===== config.mk =====
export PLATFORM = sky130hd
export DESIGN_NAME = shortest_path_search_unit_flat
export DESIGN_NICKNAME = d
export VERILOG_FILES = /design/src/sv/sps_pkg.sv /design/src/sv/sps_if.sv /design/src/sv/sps_adj_store.sv /design/src/sv/sps_min_scan.sv /design/src/sv/shortest_path_search_unit.sv /design/src/flat_wrapper.sv
export SDC_FILE = /design/constraint.sdc
export NUM_CORES = 2
export LEC_CHECK = 0
export BUFFER_PORTS_ARGS = -buffer_cell sky130_fd_sc_hd__buf_2
export CORE_AREA = 2 2 655 657
export DETAILED_ROUTE_END_ITERATION = 16
export DIE_AREA = 0 0 657 659
export GPL_TIMING_DRIVEN = 0
export PLACE_DENSITY_LB_ADDON = 0.05
export RECOVER_POWER = 100
export SYNTH_ARGS = -nofsm -noshare
export SYNTH_HDL_FRONTEND = slang
export SYNTH_SLANG_ARGS = --single-unit

===== constraint.sdc =====
create_clock -name clk -period 12.9 [get_ports clk]
set_input_delay 1.29 -clock clk [delete_from_list [all_inputs] [get_ports clk]]
set_output_delay 1.29 -clock clk [all_outputs]
set_load 0.05 [all_outputs]

===== src/sv/sps_pkg.sv =====
package sps_pkg;

  // default sizing
  localparam int NODE_COUNT_DEF  = 16;
  localparam int WEIGHT_BITS_DEF = 8;

  // fixed field widths of the channels
  localparam int REQ_BITS          = 2;
  localparam int FIELD_NODE_BITS   = 4;
  localparam int FIELD_WEIGHT_BITS = 8;
  localparam int OUT_DIST_BITS     = 12;

  // longest path report
  localparam int MAX_RESULTS = 16;

  localparam logic [OUT_DIST_BITS-1:0] DIST_SAT = '1;

  // request codes
  localparam logic [REQ_BITS-1:0] REQ_LOAD  = 2'd0;
  localparam logic [REQ_BITS-1:0] REQ_QUERY = 2'd1;
  localparam logic [REQ_BITS-1:0] REQ_CLEAR = 2'd2;

  // adjacency store controls
  typedef struct packed {
    logic load;
    logic clear;
    logic rd;
  } adj_req_t;

  // minimum scan controls
  typedef struct packed {
    logic clr;
    logic vld;
    logic cand;
  } scan_ctl_t;

endpackage


===== src/sv/sps_if.sv =====
interface sps_in_if;
  import sps_pkg::*;

  logic                         valid;
  logic                         ready;
  logic [REQ_BITS-1:0]          req_type;
  logic [FIELD_NODE_BITS-1:0]   edge_from;
  logic [FIELD_NODE_BITS-1:0]   edge_to;
  logic [FIELD_WEIGHT_BITS-1:0] edge_weight;
  logic [FIELD_NODE_BITS-1:0]   start_node;
  logic [FIELD_NODE_BITS-1:0]   end_node;

  modport source (
    output valid, req_type, edge_from, edge_to, edge_weight, start_node, end_node,
    input  ready
  );
  modport sink (
    input  valid, req_type, edge_from, edge_to, edge_weight, start_node, end_node,
    output ready
  );
endinterface

interface sps_out_if;
  import sps_pkg::*;

  logic                       valid;
  logic                       ready;
  logic [FIELD_NODE_BITS-1:0] path_node;
  logic [FIELD_NODE_BITS-1:0] via_node;
  logic [OUT_DIST_BITS-1:0]   path_distance;
  logic                       found;
  logic                       last;

  modport source (
    output valid, path_node, via_node, path_distance, found, last,
    input  ready
  );
  modport sink (
    input  valid, path_node, via_node, path_distance, found, last,
    output ready
  );
endinterface


===== src/sv/sps_adj_store.sv =====
module sps_adj_store #(
  parameter  int NODE_COUNT  = sps_pkg::NODE_COUNT_DEF,
  parameter  int WEIGHT_BITS = sps_pkg::WEIGHT_BITS_DEF,
  localparam int NB          = $clog2(NODE_COUNT)
) (
  input  logic                   clk,
  input  logic                   rst_n,
  input  sps_pkg::adj_req_t      req,
  input  logic [NB-1:0]          load_from,
  input  logic [NB-1:0]          load_to,
  input  logic [WEIGHT_BITS-1:0] load_weight,
  input  logic [NB-1:0]          rd_from,
  input  logic [NB-1:0]          rd_to,
  output logic                   busy,
  output logic                   rd_valid,
  output logic [WEIGHT_BITS-1:0] rd_weight
);

  localparam int DEPTH = NODE_COUNT * NODE_COUNT;
  localparam int AW    = $clog2(DEPTH);

  typedef struct packed {
    logic                   valid;
    logic [WEIGHT_BITS-1:0] weight;
  } adj_entry_t;

  adj_entry_t    mem [DEPTH];
  adj_entry_t    rd_r;
  logic          clr_active_r;
  logic [AW-1:0] clr_addr_r;
  logic [AW-1:0] load_addr;
  logic [AW-1:0] rd_addr;

  // row-major: one row per source node
  assign load_addr = AW'(load_from) * AW'(NODE_COUNT) + AW'(load_to);
  assign rd_addr   = AW'(rd_from) * AW'(NODE_COUNT) + AW'(rd_to);

  // clearing sweep, one entry a cycle, after reset and on a clear request
  always_ff @(posedge clk) begin
    if (!rst_n) begin
      clr_active_r <= 1'b1;
      clr_addr_r   <= '0;
    end else if (clr_active_r) begin
      if (clr_addr_r == AW'(DEPTH - 1)) begin
        clr_active_r <= 1'b0;
      end
      clr_addr_r <= clr_addr_r + 1'b1;
    end else if (req.clear) begin
      clr_active_r <= 1'b1;
      clr_addr_r   <= '0;
    end
  end

  always_ff @(posedge clk) begin
    if (clr_active_r) begin
      mem[clr_addr_r] <= '0;
    end else if (req.load) begin
      mem[load_addr] <= '{valid: 1'b1, weight: load_weight};
    end
    if (req.rd) begin
      rd_r <= mem[rd_addr];
    end
  end

  assign busy      = clr_active_r;
  assign rd_valid  = rd_r.valid;
  assign rd_weight = rd_r.weight;

endmodule


===== src/sv/sps_min_scan.sv =====
module sps_min_scan #(
  parameter int NODE_BITS = $clog2(sps_pkg::NODE_COUNT_DEF),
  parameter int DIST_BITS = $clog2(sps_pkg::NODE_COUNT_DEF) + sps_pkg::WEIGHT_BITS_DEF
) (
  input  logic                 clk,
  input  logic                 rst_n,
  input  sps_pkg::scan_ctl_t   ctl,
  input  logic [NODE_BITS-1:0] idx,
  input  logic [DIST_BITS-1:0] cand_dist,
  input  logic [NODE_BITS-1:0] pred,
  output logic                 found,
  output logic [NODE_BITS-1:0] pick_idx,
  output logic [DIST_BITS-1:0] pick_dist,
  output logic [NODE_BITS-1:0] pick_pred
);

  logic                 found_r;
  logic [NODE_BITS-1:0] pick_idx_r;
  logic [DIST_BITS-1:0] pick_dist_r;
  logic [NODE_BITS-1:0] pick_pred_r;
  logic                 take;

  // entries arrive in ascending index order, strict compare keeps the lowest index on ties
  assign take = ctl.vld && ctl.cand && (!found_r || (cand_dist < pick_dist_r));

  always_ff @(posedge clk) begin
    if (!rst_n) begin
      found_r <= 1'b0;
    end else if (ctl.clr) begin
      found_r <= 1'b0;
    end else if (take) begin
      found_r <= 1'b1;
    end
  end

  always_ff @(posedge clk) begin
    if (take && !ctl.clr) begin
      pick_idx_r  <= idx;
      pick_dist_r <= cand_dist;
      pick_pred_r <= pred;
    end
  end

  assign found     = found_r;
  assign pick_idx  = pick_idx_r;
  assign pick_dist = pick_dist_r;
  assign pick_pred = pick_pred_r;

endmodule


===== src/sv/shortest_path_search_unit.sv =====
// shortest path search over a stored weighted directed graph
//
// input channel (in_chan): one request per transfer. a load writes or overwrites one
// edge and finishes in the transfer cycle. a clear drops every edge with a sweep over
// all NODE_COUNT*NODE_COUNT entries, during which no request is taken. a query runs the
// search from start_node until end_node is settled, then reports the path.
// result channel (out_chan): one transfer per path node, end node first, each with its
// predecessor and distance (saturated at 4095); last is set on the start node's result
// or at the MAX_RESULTS cap. an unreachable end node gives one result with found low.
// sequence: a query first inits the node table, then runs settle steps until the end
// node is settled; each settle step is a full read pass of the node table for the
// minimum plus a pass over the source row of the adjacency store with read-modify-write
// of the node table. an unreachable end stops when a pass finds no candidate. on
// the path walk each path node takes a table read, then an output register load.
// the next request is taken once the final result sits in the output register, even
// while the receiver stalls it; results of the next query wait for it.
// reset: a clearing sweep over all NODE_COUNT*NODE_COUNT entries runs first, and
// in_chan.ready stays low until it finishes.
module shortest_path_search_unit #(
  parameter int NODE_COUNT  = sps_pkg::NODE_COUNT_DEF,
  parameter int WEIGHT_BITS = sps_pkg::WEIGHT_BITS_DEF
) (
  input  logic      clk,
  input  logic      rst_n,
  sps_in_if.sink    in_chan,
  sps_out_if.source out_chan
);
  import sps_pkg::*;

  localparam int NB        = $clog2(NODE_COUNT);
  // a settled distance sums the weights along a path that visits no node twice
  localparam int DB        = NB + WEIGHT_BITS;
  localparam int SW        = (DB > OUT_DIST_BITS) ? DB : OUT_DIST_BITS;
  localparam int OUT_LIMIT = (NODE_COUNT < MAX_RESULTS) ? NODE_COUNT : MAX_RESULTS;
  localparam int KB        = $clog2(MAX_RESULTS);
  localparam logic [NB-1:0] LAST_IDX  = NB'(NODE_COUNT - 1);
  localparam logic [KB-1:0] LAST_K    = KB'(OUT_LIMIT - 1);

  typedef enum logic [3:0] {
    S_IDLE,
    S_INIT,
    S_SCAN,
    S_SCAN_END,
    S_SETTLE,
    S_RELAX,
    S_RELAX_END,
    S_PATH_RD,
    S_PATH_EMIT,
    S_MISS
  } state_t;

  // per-node search record
  typedef struct packed {
    logic          reached;
    logic          settled;
    logic [DB-1:0] cost;
    logic [NB-1:0] pred;
  } node_t;

  state_t                     state_r;
  logic [NB-1:0]              idx_r;
  logic [NB-1:0]              rd_idx_r;
  logic                       rd_scan_r;
  logic                       rd_relax_r;
  logic [NB-1:0]              s_r;
  logic [NB-1:0]              e_r;
  logic [FIELD_NODE_BITS-1:0] end_raw_r;
  logic [NB-1:0]              cur_r;
  logic [KB-1:0]              k_r;

  logic                       out_valid_r;
  logic [FIELD_NODE_BITS-1:0] out_node_r;
  logic [FIELD_NODE_BITS-1:0] out_via_r;
  logic [OUT_DIST_BITS-1:0]   out_dist_r;
  logic                       out_found_r;
  logic                       out_last_r;

  // node table: one synchronous memory, registered read
  node_t         node_mem [NODE_COUNT];
  node_t         node_rd_r;
  logic          node_re;
  logic          node_we;
  logic [NB-1:0] node_raddr;
  logic [NB-1:0] node_waddr;
  node_t         node_wdata;

  logic                   accept;
  logic                   slot_free;
  logic                   out_load;
  logic                   s_ok;
  logic                   e_ok;
  logic                   from_ok;
  logic                   to_ok;
  adj_req_t               adj_req;
  logic                   adj_busy;
  logic                   adj_rd_valid;
  logic [WEIGHT_BITS-1:0] adj_rd_weight;
  scan_ctl_t              scan_ctl;
  logic                   pick_found;
  logic [NB-1:0]          pick_idx;
  logic [DB-1:0]          pick_dist;
  logic [NB-1:0]          pick_pred;
  logic [DB-1:0]          relax_dist;
  logic                   relax_upd;
  logic                   path_last;
  logic [SW-1:0]          dist_wide;
  logic [OUT_DIST_BITS-1:0] dist_sat;

  // requests are taken only in idle and never during a clearing sweep
  assign in_chan.ready = (state_r == S_IDLE) && !adj_busy;
  assign accept        = in_chan.valid && in_chan.ready;
  assign slot_free     = !out_valid_r || out_chan.ready;
  // output register takes a new result this cycle
  assign out_load      = slot_free && ((state_r == S_PATH_EMIT) || (state_r == S_MISS));

  // node indexes beyond the graph
  assign s_ok    = int'(in_chan.start_node) < NODE_COUNT;
  assign e_ok    = int'(in_chan.end_node) < NODE_COUNT;
  assign from_ok = int'(in_chan.edge_from) < NODE_COUNT;
  assign to_ok   = int'(in_chan.edge_to) < NODE_COUNT;

  assign adj_req.load  = accept && (in_chan.req_type == REQ_LOAD) && from_ok && to_ok;
  assign adj_req.clear = accept && (in_chan.req_type == REQ_CLEAR);
  assign adj_req.rd    = (state_r == S_RELAX);

  sps_adj_store #(
    .NODE_COUNT  (NODE_COUNT),
    .WEIGHT_BITS (WEIGHT_BITS)
  ) u_adj (
    .clk         (clk),
    .rst_n       (rst_n),
    .req         (adj_req),
    .load_from   (NB'(in_chan.edge_from)),
    .load_to     (NB'(in_chan.edge_to)),
    .load_weight (WEIGHT_BITS'(in_chan.edge_weight)),
    .rd_from     (pick_idx),
    .rd_to       (idx_r),
    .busy        (adj_busy),
    .rd_valid    (adj_rd_valid),
    .rd_weight   (adj_rd_weight)
  );

  // minimum search over reached, unsettled nodes; cleared as a pass starts
  assign scan_ctl.clr  = (state_r == S_SCAN) && (idx_r == '0);
  assign scan_ctl.vld  = rd_scan_r;
  assign scan_ctl.cand = node_rd_r.reached && !node_rd_r.settled;

  sps_min_scan #(
    .NODE_BITS (NB),
    .DIST_BITS (DB)
  ) u_scan (
    .clk       (clk),
    .rst_n     (rst_n),
    .ctl       (scan_ctl),
    .idx       (rd_idx_r),
    .cand_dist (node_rd_r.cost),
    .pred      (node_rd_r.pred),
    .found     (pick_found),
    .pick_idx  (pick_idx),
    .pick_dist (pick_dist),
    .pick_pred (pick_pred)
  );

  // relaxation of one out-edge of the settled node; the settled node itself reads back
  // settled, so a self loop never updates
  assign relax_dist = pick_dist + DB'(adj_rd_weight);
  assign relax_upd  = rd_relax_r && adj_rd_valid && !node_rd_r.settled &&
                      (!node_rd_r.reached || (relax_dist < node_rd_r.cost));

  // node table port selection per phase
  always_comb begin
    node_re    = 1'b0;
    node_raddr = idx_r;
    node_we    = 1'b0;
    node_waddr = idx_r;
    node_wdata = '0;
    unique case (state_r)
      S_INIT: begin
        node_we            = 1'b1;
        node_wdata.reached = (idx_r == s_r);
        node_wdata.pred    = (idx_r == s_r) ? s_r : '0;
      end
      S_SCAN, S_RELAX: begin
        node_re = 1'b1;
      end
      S_SETTLE: begin
        if (pick_found) begin
          node_we    = 1'b1;
          node_waddr = pick_idx;
          node_wdata = '{reached: 1'b1, settled: 1'b1, cost: pick_dist, pred: pick_pred};
        end
      end
      S_PATH_RD: begin
        node_re    = 1'b1;
        node_raddr = cur_r;
      end
      default: begin
      end
    endcase
    // write back comes in the cycle after its read, always at a different entry
    if (relax_upd) begin
      node_we    = 1'b1;
      node_waddr = rd_idx_r;
      node_wdata = '{reached: 1'b1, settled: 1'b0, cost: relax_dist, pred: pick_idx};
    end
  end

  always_ff @(posedge clk) begin
    if (node_we) begin
      node_mem[node_waddr] <= node_wdata;
    end
    if (node_re) begin
      node_rd_r <= node_mem[node_raddr];
    end
  end

  // path walk output
  assign path_last = (cur_r == s_r) || (k_r == LAST_K);
  assign dist_wide = SW'(node_rd_r.cost);
  assign dist_sat  = (dist_wide > SW'(DIST_SAT)) ? DIST_SAT : OUT_DIST_BITS'(dist_wide);

  always_ff @(posedge clk) begin
    if (!rst_n) begin
      state_r     <= S_IDLE;
      idx_r       <= '0;
      rd_idx_r    <= '0;
      rd_scan_r   <= 1'b0;
      rd_relax_r  <= 1'b0;
      k_r         <= '0;
      out_valid_r <= 1'b0;
    end else begin
      rd_scan_r  <= (state_r == S_SCAN);
      rd_relax_r <= (state_r == S_RELAX);
      rd_idx_r   <= idx_r;
      if (out_load) begin
        out_valid_r <= 1'b1;
      end else if (out_chan.ready) begin
        out_valid_r <= 1'b0;
      end
      unique case (state_r)
        S_IDLE: begin
          if (accept && (in_chan.req_type == REQ_QUERY)) begin
            s_r       <= NB'(in_chan.start_node);
            e_r       <= NB'(in_chan.end_node);
            end_raw_r <= in_chan.end_node;
            idx_r     <= '0;
            k_r       <= '0;
            state_r   <= (s_ok && e_ok) ? S_INIT : S_MISS;
          end
        end
        S_INIT: begin
          if (idx_r == LAST_IDX) begin
            idx_r   <= '0;
            state_r <= S_SCAN;
          end else begin
            idx_r <= idx_r + 1'b1;
          end
        end
        S_SCAN: begin
          if (idx_r == LAST_IDX) begin
            state_r <= S_SCAN_END;
          end else begin
            idx_r <= idx_r + 1'b1;
          end
        end
        S_SCAN_END: begin
          state_r <= S_SETTLE;
        end
        S_SETTLE: begin
          if (!pick_found) begin
            state_r <= S_MISS;
          end else if (pick_idx == e_r) begin
            cur_r   <= e_r;
            state_r <= S_PATH_RD;
          end else begin
            idx_r   <= '0;
            state_r <= S_RELAX;
          end
        end
        S_RELAX: begin
          if (idx_r == LAST_IDX) begin
            state_r <= S_RELAX_END;
          end else begin
            idx_r <= idx_r + 1'b1;
          end
        end
        S_RELAX_END: begin
          idx_r   <= '0;
          state_r <= S_SCAN;
        end
        S_PATH_RD: begin
          state_r <= S_PATH_EMIT;
        end
        S_PATH_EMIT: begin
          if (slot_free) begin
            out_node_r  <= FIELD_NODE_BITS'(cur_r);
            out_via_r   <= FIELD_NODE_BITS'(node_rd_r.pred);
            out_dist_r  <= dist_sat;
            out_found_r <= 1'b1;
            out_last_r  <= path_last;
            if (path_last) begin
              state_r <= S_IDLE;
            end else begin
              cur_r   <= node_rd_r.pred;
              k_r     <= k_r + 1'b1;
              state_r <= S_PATH_RD;
            end
          end
        end
        S_MISS: begin
          if (slot_free) begin
            out_node_r  <= end_raw_r;
            out_via_r   <= '0;
            out_dist_r  <= '0;
            out_found_r <= 1'b0;
            out_last_r  <= 1'b1;
            state_r     <= S_IDLE;
          end
        end
        default: begin
          state_r <= S_IDLE;
        end
      endcase
    end
  end

  assign out_chan.valid         = out_valid_r;
  assign out_chan.path_node     = out_node_r;
  assign out_chan.via_node      = out_via_r;
  assign out_chan.path_distance = out_dist_r;
  assign out_chan.found         = out_found_r;
  assign out_chan.last          = out_last_r;

  // a path in progress holds off new requests
  assert property (@(posedge clk) disable iff (!rst_n)
    out_chan.valid && out_chan.ready && !out_chan.last |-> !in_chan.ready)
    else $error("request taken in the middle of a path report");

  // an unreachable result is the only result of its query
  assert property (@(posedge clk) disable iff (!rst_n)
    out_chan.valid && !out_chan.found |-> out_chan.last)
    else $error("unreachable result without last");

  // relaxation never rewrites the node just settled
  assert property (@(posedge clk) disable iff (!rst_n)
    relax_upd |-> (rd_idx_r != pick_idx))
    else $error("relaxation hit the settled node");

  // the next result waits for a free output register
  assert property (@(posedge clk) disable iff (!rst_n)
    out_chan.valid && !out_chan.ready |=> out_chan.valid && $stable(out_chan.path_node))
    else $error("stalled result lost");

endmodule


===== src/flat_wrapper.sv =====
// flat-port wrapper written by rule: the top's interface ports become plain ports
module shortest_path_search_unit_flat import sps_pkg::*;
#(
  parameter int NODE_COUNT  = sps_pkg::NODE_COUNT_DEF,
  parameter int WEIGHT_BITS = sps_pkg::WEIGHT_BITS_DEF
)
  (clk, rst_n, in_chan_valid, in_chan_req_type, in_chan_edge_from, in_chan_edge_to, in_chan_edge_weight, in_chan_start_node, in_chan_end_node, in_chan_ready, out_chan_valid, out_chan_path_node, out_chan_via_node, out_chan_path_distance, out_chan_found, out_chan_last, out_chan_ready);
  sps_in_if in_chan_i ();
  sps_out_if out_chan_i ();
  input  logic clk;
  input  logic rst_n;
  input wire logic [$bits(in_chan_i.valid)-1:0] in_chan_valid;
  input wire logic [$bits(in_chan_i.req_type)-1:0] in_chan_req_type;
  input wire logic [$bits(in_chan_i.edge_from)-1:0] in_chan_edge_from;
  input wire logic [$bits(in_chan_i.edge_to)-1:0] in_chan_edge_to;
  input wire logic [$bits(in_chan_i.edge_weight)-1:0] in_chan_edge_weight;
  input wire logic [$bits(in_chan_i.start_node)-1:0] in_chan_start_node;
  input wire logic [$bits(in_chan_i.end_node)-1:0] in_chan_end_node;
  output wire logic [$bits(in_chan_i.ready)-1:0] in_chan_ready;
  output wire logic [$bits(out_chan_i.valid)-1:0] out_chan_valid;
  output wire logic [$bits(out_chan_i.path_node)-1:0] out_chan_path_node;
  output wire logic [$bits(out_chan_i.via_node)-1:0] out_chan_via_node;
  output wire logic [$bits(out_chan_i.path_distance)-1:0] out_chan_path_distance;
  output wire logic [$bits(out_chan_i.found)-1:0] out_chan_found;
  output wire logic [$bits(out_chan_i.last)-1:0] out_chan_last;
  input wire logic [$bits(out_chan_i.ready)-1:0] out_chan_ready;
  assign in_chan_i.valid = in_chan_valid;
  assign in_chan_i.req_type = in_chan_req_type;
  assign in_chan_i.edge_from = in_chan_edge_from;
  assign in_chan_i.edge_to = in_chan_edge_to;
  assign in_chan_i.edge_weight = in_chan_edge_weight;
  assign in_chan_i.start_node = in_chan_start_node;
  assign in_chan_i.end_node = in_chan_end_node;
  assign in_chan_ready = in_chan_i.ready;
  assign out_chan_valid = out_chan_i.valid;
  assign out_chan_path_node = out_chan_i.path_node;
  assign out_chan_via_node = out_chan_i.via_node;
  assign out_chan_path_distance = out_chan_i.path_distance;
  assign out_chan_found = out_chan_i.found;
  assign out_chan_last = out_chan_i.last;
  assign out_chan_i.ready = out_chan_ready;
  shortest_path_search_unit #(.NODE_COUNT(NODE_COUNT), .WEIGHT_BITS(WEIGHT_BITS)) u_core (.clk(clk), .rst_n(rst_n), .in_chan(in_chan_i), .out_chan(out_chan_i));
endmodule

==> metrics.md <==
| Metric | Value |
|---|---|
| Run status | complete, but fails checks |
| CP most frequent cell | clkbuf_1 |
| Ys Warns | 0 |
| Chip Width | between 600 and 700 um |
| Cts hold-fix bufs | 0 |
| Core ar. | between 400000 and 500000 um2 |
| CTS Sinks | 2702 |
| WP buf/inv | 6 |
| Async SR Flop Fraction | 0 |
| Root Driver | clkbuf_16 |
| Failing checks | capacitance limit, slew limit |
| Fin Clk Skew | ~46 ps |
| Headroom to the max-slew limit | -1.53 |
| Logic pwr share | 0.100 |
| NumNets Final | 5652 |
| Via count | 57600 |
| Critical path data required time | 13450 ps |
| Most used DFF post-synth | edfxtp_1 |
| Startpoint Class | flop |
| EDFF count, synth | 2673 |
| Sequential share of the synthesized area | 0.763 |
| First DRT Iteration DRCs | ~7500 |
| Rows | 240 |
| CTS Buffer Depth | 4 |
| P_sw | 5.45 mW |
| DR pass1 iterations | 5 |
| Hold Path Class | reg2reg |
| Layout cells sized above 1 | 0.249 |
| Routed Antenna Nets | 0 |
| CP endpoint kind | flop |
| Top Ports | 54 |
| Layout area overhead | 18.7% |
| Die area | 433000 um2 |
| Crit Path Class | reg2reg |
| Post-layout util | 0.295 |
| Vias per cell | between 4 and 5 |
| Placer congestion estimate | 0.862 |
| Clock power frac | 0.441 |
| Final instance area | between 100000 and 150000 um2 |
| Initial antenna violation count | 85 |
| Pins over their slew limit | 794 |
| Unrepaired setup endpoints after global routing | no |
| Cell count after placement | between 10000 and 15000 |
| Reg clk slew, reported paths | around 60 ps |
| Setup repair bufs after CTS | 0 |
| CTS tree | built |
| Setup violators final | 0 |
| Fin crit share | 0.799 |
| Placed wire-length estimate | 351000 um |
| Latest clock arrival within the worst-skew pair | 950 ps |
| Crit-path max FO | 10 |
| Port bufs | 53 |
| Static Leak | ~37 nW |
| Setup TNS | 0 ps |
| Resized cells post-CTS | 0 |
| Number of cells produced by synthesis | around 5100 |
| Die height | 659 um |
| Max stage delay on crit path | 2260 ps |
| Syn Area/Cell | 20.9 um2 |
| Fin crit period | between 10000 and 15000 ps |
| Initial Util | 0.249 |
| Total GRT Usage | 0.234 |
| Peak supply drop | between 0.09 and 0.1 mV |
| Non-Filler Instances | 11600 |
| Slowest cell on crit path | clkbuf_1 |
| PwrDens | around 170 nW/um2 |
| Max_cap viols | 49 |
| P_int | between 15 and 20 mW |
| Largest net degree at the start of global routing | 81 |
| Final hold vios | 0 |
| Worst-margin pin slew | 3800 ps |
| Area post-placement | 116000 um2 |
| Vias in the first global route | 57200 |
| Critical-path cell list | clkbuf_1, buf_2, clkbuf_1, clkbuf_1, clkbuf_1, clkbuf_1, nor3_1, nor4_1, o21ai_0, o21ai_0, o211ai_1 |
| Avg WL per Cell | 44.6 um |
| Congestion Overflow GR | 0 |
| First-pass GRT wire length | 648000 um |
| Fmax | 0.0970 GHz |
| Total CTS buffers | 335 |
| Mapped Nets | 5147 |
| Mapped cell area | 106000 um2 |
| Sequential Power Share | 0.459 |
| Sw frac | 0.260 |
| DRC Markers | 0 |
| Yosys cell types | 79 |
| Clock H-tree levels | 5 |
| CP delay by family, top | buffers and inverters |
| Post-synthesis register bit count | 2702 |
| Crit path arrival time | approximately 11000 ps |
| Total wire length | 516000 um |
[metrics by stage]
stage	setup WS, ps	total power [mW]	hold slack, ps
after global placement	-10640	11.9	481
after global routing	2570	21.5	471
final	2600	21.0	495
after CTS	5370	21.2	439
after floorplan	2730	10.8	435
after detailed placement	5370	12.0	492
[registers in the layout, indices dropped and copies added, names as in the netlist, 6 cells and up]
register / count
u_core.dist_wide: 12
u_core.u_adj.rd_weight: 8
u_core.node_mem: 288
u_core.u_adj.clr_addr_r: 8
u_core.u_adj.mem: 2304
u_core.out_chan.path_distance: 12
u_core.u_scan.pick_dist: 12
u_core.node_rd_r: 6
[layout by cell type (no fill, tap or decap), types with 22 or more instances in the layout]
master     Yosys  layout
a21oi_1       82      82
dfxtp_1       29      29
nand2b_1      25      25
buf_2         91     112
ha_1          34      34
buf_16         0      33
a31oi_1       31      30
xnor2_1       22      22
buf_4         33      34
clkbuf_1     117     254
a211oi_1      38      38
buf_6         33      32
and2_1        38      22
o22ai_1       37      37
a22oi_1       55      55
mux2_2        44      44
mux2i_1      140     139
a221oi_1      31      31
clkbuf_2       0      42
bufinv_16      0      24
clkinv_1       1      70
mux4_2       643     643
edfxtp_1    2673    2673
nand2_1      165     165
nor2_1       360     353
diode_2        0      26
clkinv_2       0      48
inv_1         33      33
o21ai_0       62      58
buf_12         2      30
clkbuf_16      0     342
[cells in the mapped netlist, types with 16 or more instances]
cell      instances  area share
a221oi_1         31      0.0026
buf_4            33      0.0023
a211oi_1         38      0.0027
inv_1            33      0.0012
and2_1           38      0.0022
edfxtp_1       2673        0.76
ha_1             34      0.0040
nand2_1         165      0.0058
xnor2_1          22      0.0018
a22oi_1          55      0.0039
mux2i_1         140       0.013
o221ai_1         21      0.0017
clkbuf_1        117      0.0041
a31oi_1          31      0.0018
nor2_1          360       0.013
o22ai_1          37      0.0022
a22o_1           16      0.0013
mux2_2           44      0.0047
mux4_2          643        0.14
a21oi_1          82      0.0039
buf_6            33      0.0035
dfxtp_1          29      0.0055
o21ai_0          62      0.0029
buf_2            91      0.0043
nor3_1           19     0.00090
nand3_1          17     0.00080
nand2b_1         25      0.0015
[final timing paths]
kind / startpoint / to / slack [ps] / cells past startpoint
min reg2reg: u_core.k_r[1] / u_core.k_r[1] / 500 / 2
max reg2reg: u_core.idx_r[1] / u_core.u_adj.rd_weight[2] / 2600 / 11
min: u_core.k_r[1] / u_core.k_r[1] / 500 / 2
max: u_core.idx_r[1] / u_core.u_adj.rd_weight[2] / 2600 / 11
[final cells by class]
| type | instances | area (um2) |
|---|---|---|
| clock inverter | 164 | 1490 |
| antenna | 26 | 65.1 |
| sequential | 2702 | 80800 |
| inverter | 34 | 128 |
| multi-input combinational | 2056 | 23600 |
| tap | 5687 | 7120 |
| fill | 41900 | 300000 |
| buffer | 290 | 1660 |
| clock buffer | 434 | 8900 |
| timing repair buffer | 168 | 2010 |
[kinds of logic (layout without fill, tap and decap cells)]
group,after synthesis,in the layout,synth area share
other,0,26,0
DFF,2702,2702,0.763
buffers and inverters,324,1090,0.0166
and+or+nand+nor,699,699,0.0291
adders and majority gates,35,35,0.00420
muxes,830,830,0.155
xor gates and xnor gates,29,29,0.00240
AOI/OAI and AO/OA,463,463,0.0299
[power by group through the flow]
stage                     sequential, mW  combinational (mW)  clock (mW)
after global routing                9.63                2.15        9.72
after global placement              9.81                2.14           0
after floorplan                     9.80               0.967           0
after detailed placement            9.81                2.16           0
final                               9.62                2.11        9.24
after CTS                           9.63                2.16        9.41
[worst min-delay path: cells and delay by family (launching register included)]
family             cells  cell delay (ps)
AOI/OAI and AO/OA      1               50
DFF                    1              320
and+or+nand+nor        1               70
[per-layer routing]
metal	track usage	vias up	part of all wire
li1	-	22200	-
met1	0.320	32400	0.43
met2	0.374	2435	0.46
met3	0.0470	599	0.068
met4	0.0728	4	0.037
met5	0	-	0.000047
No activity file was read; power rests on OpenSTA's default activity.
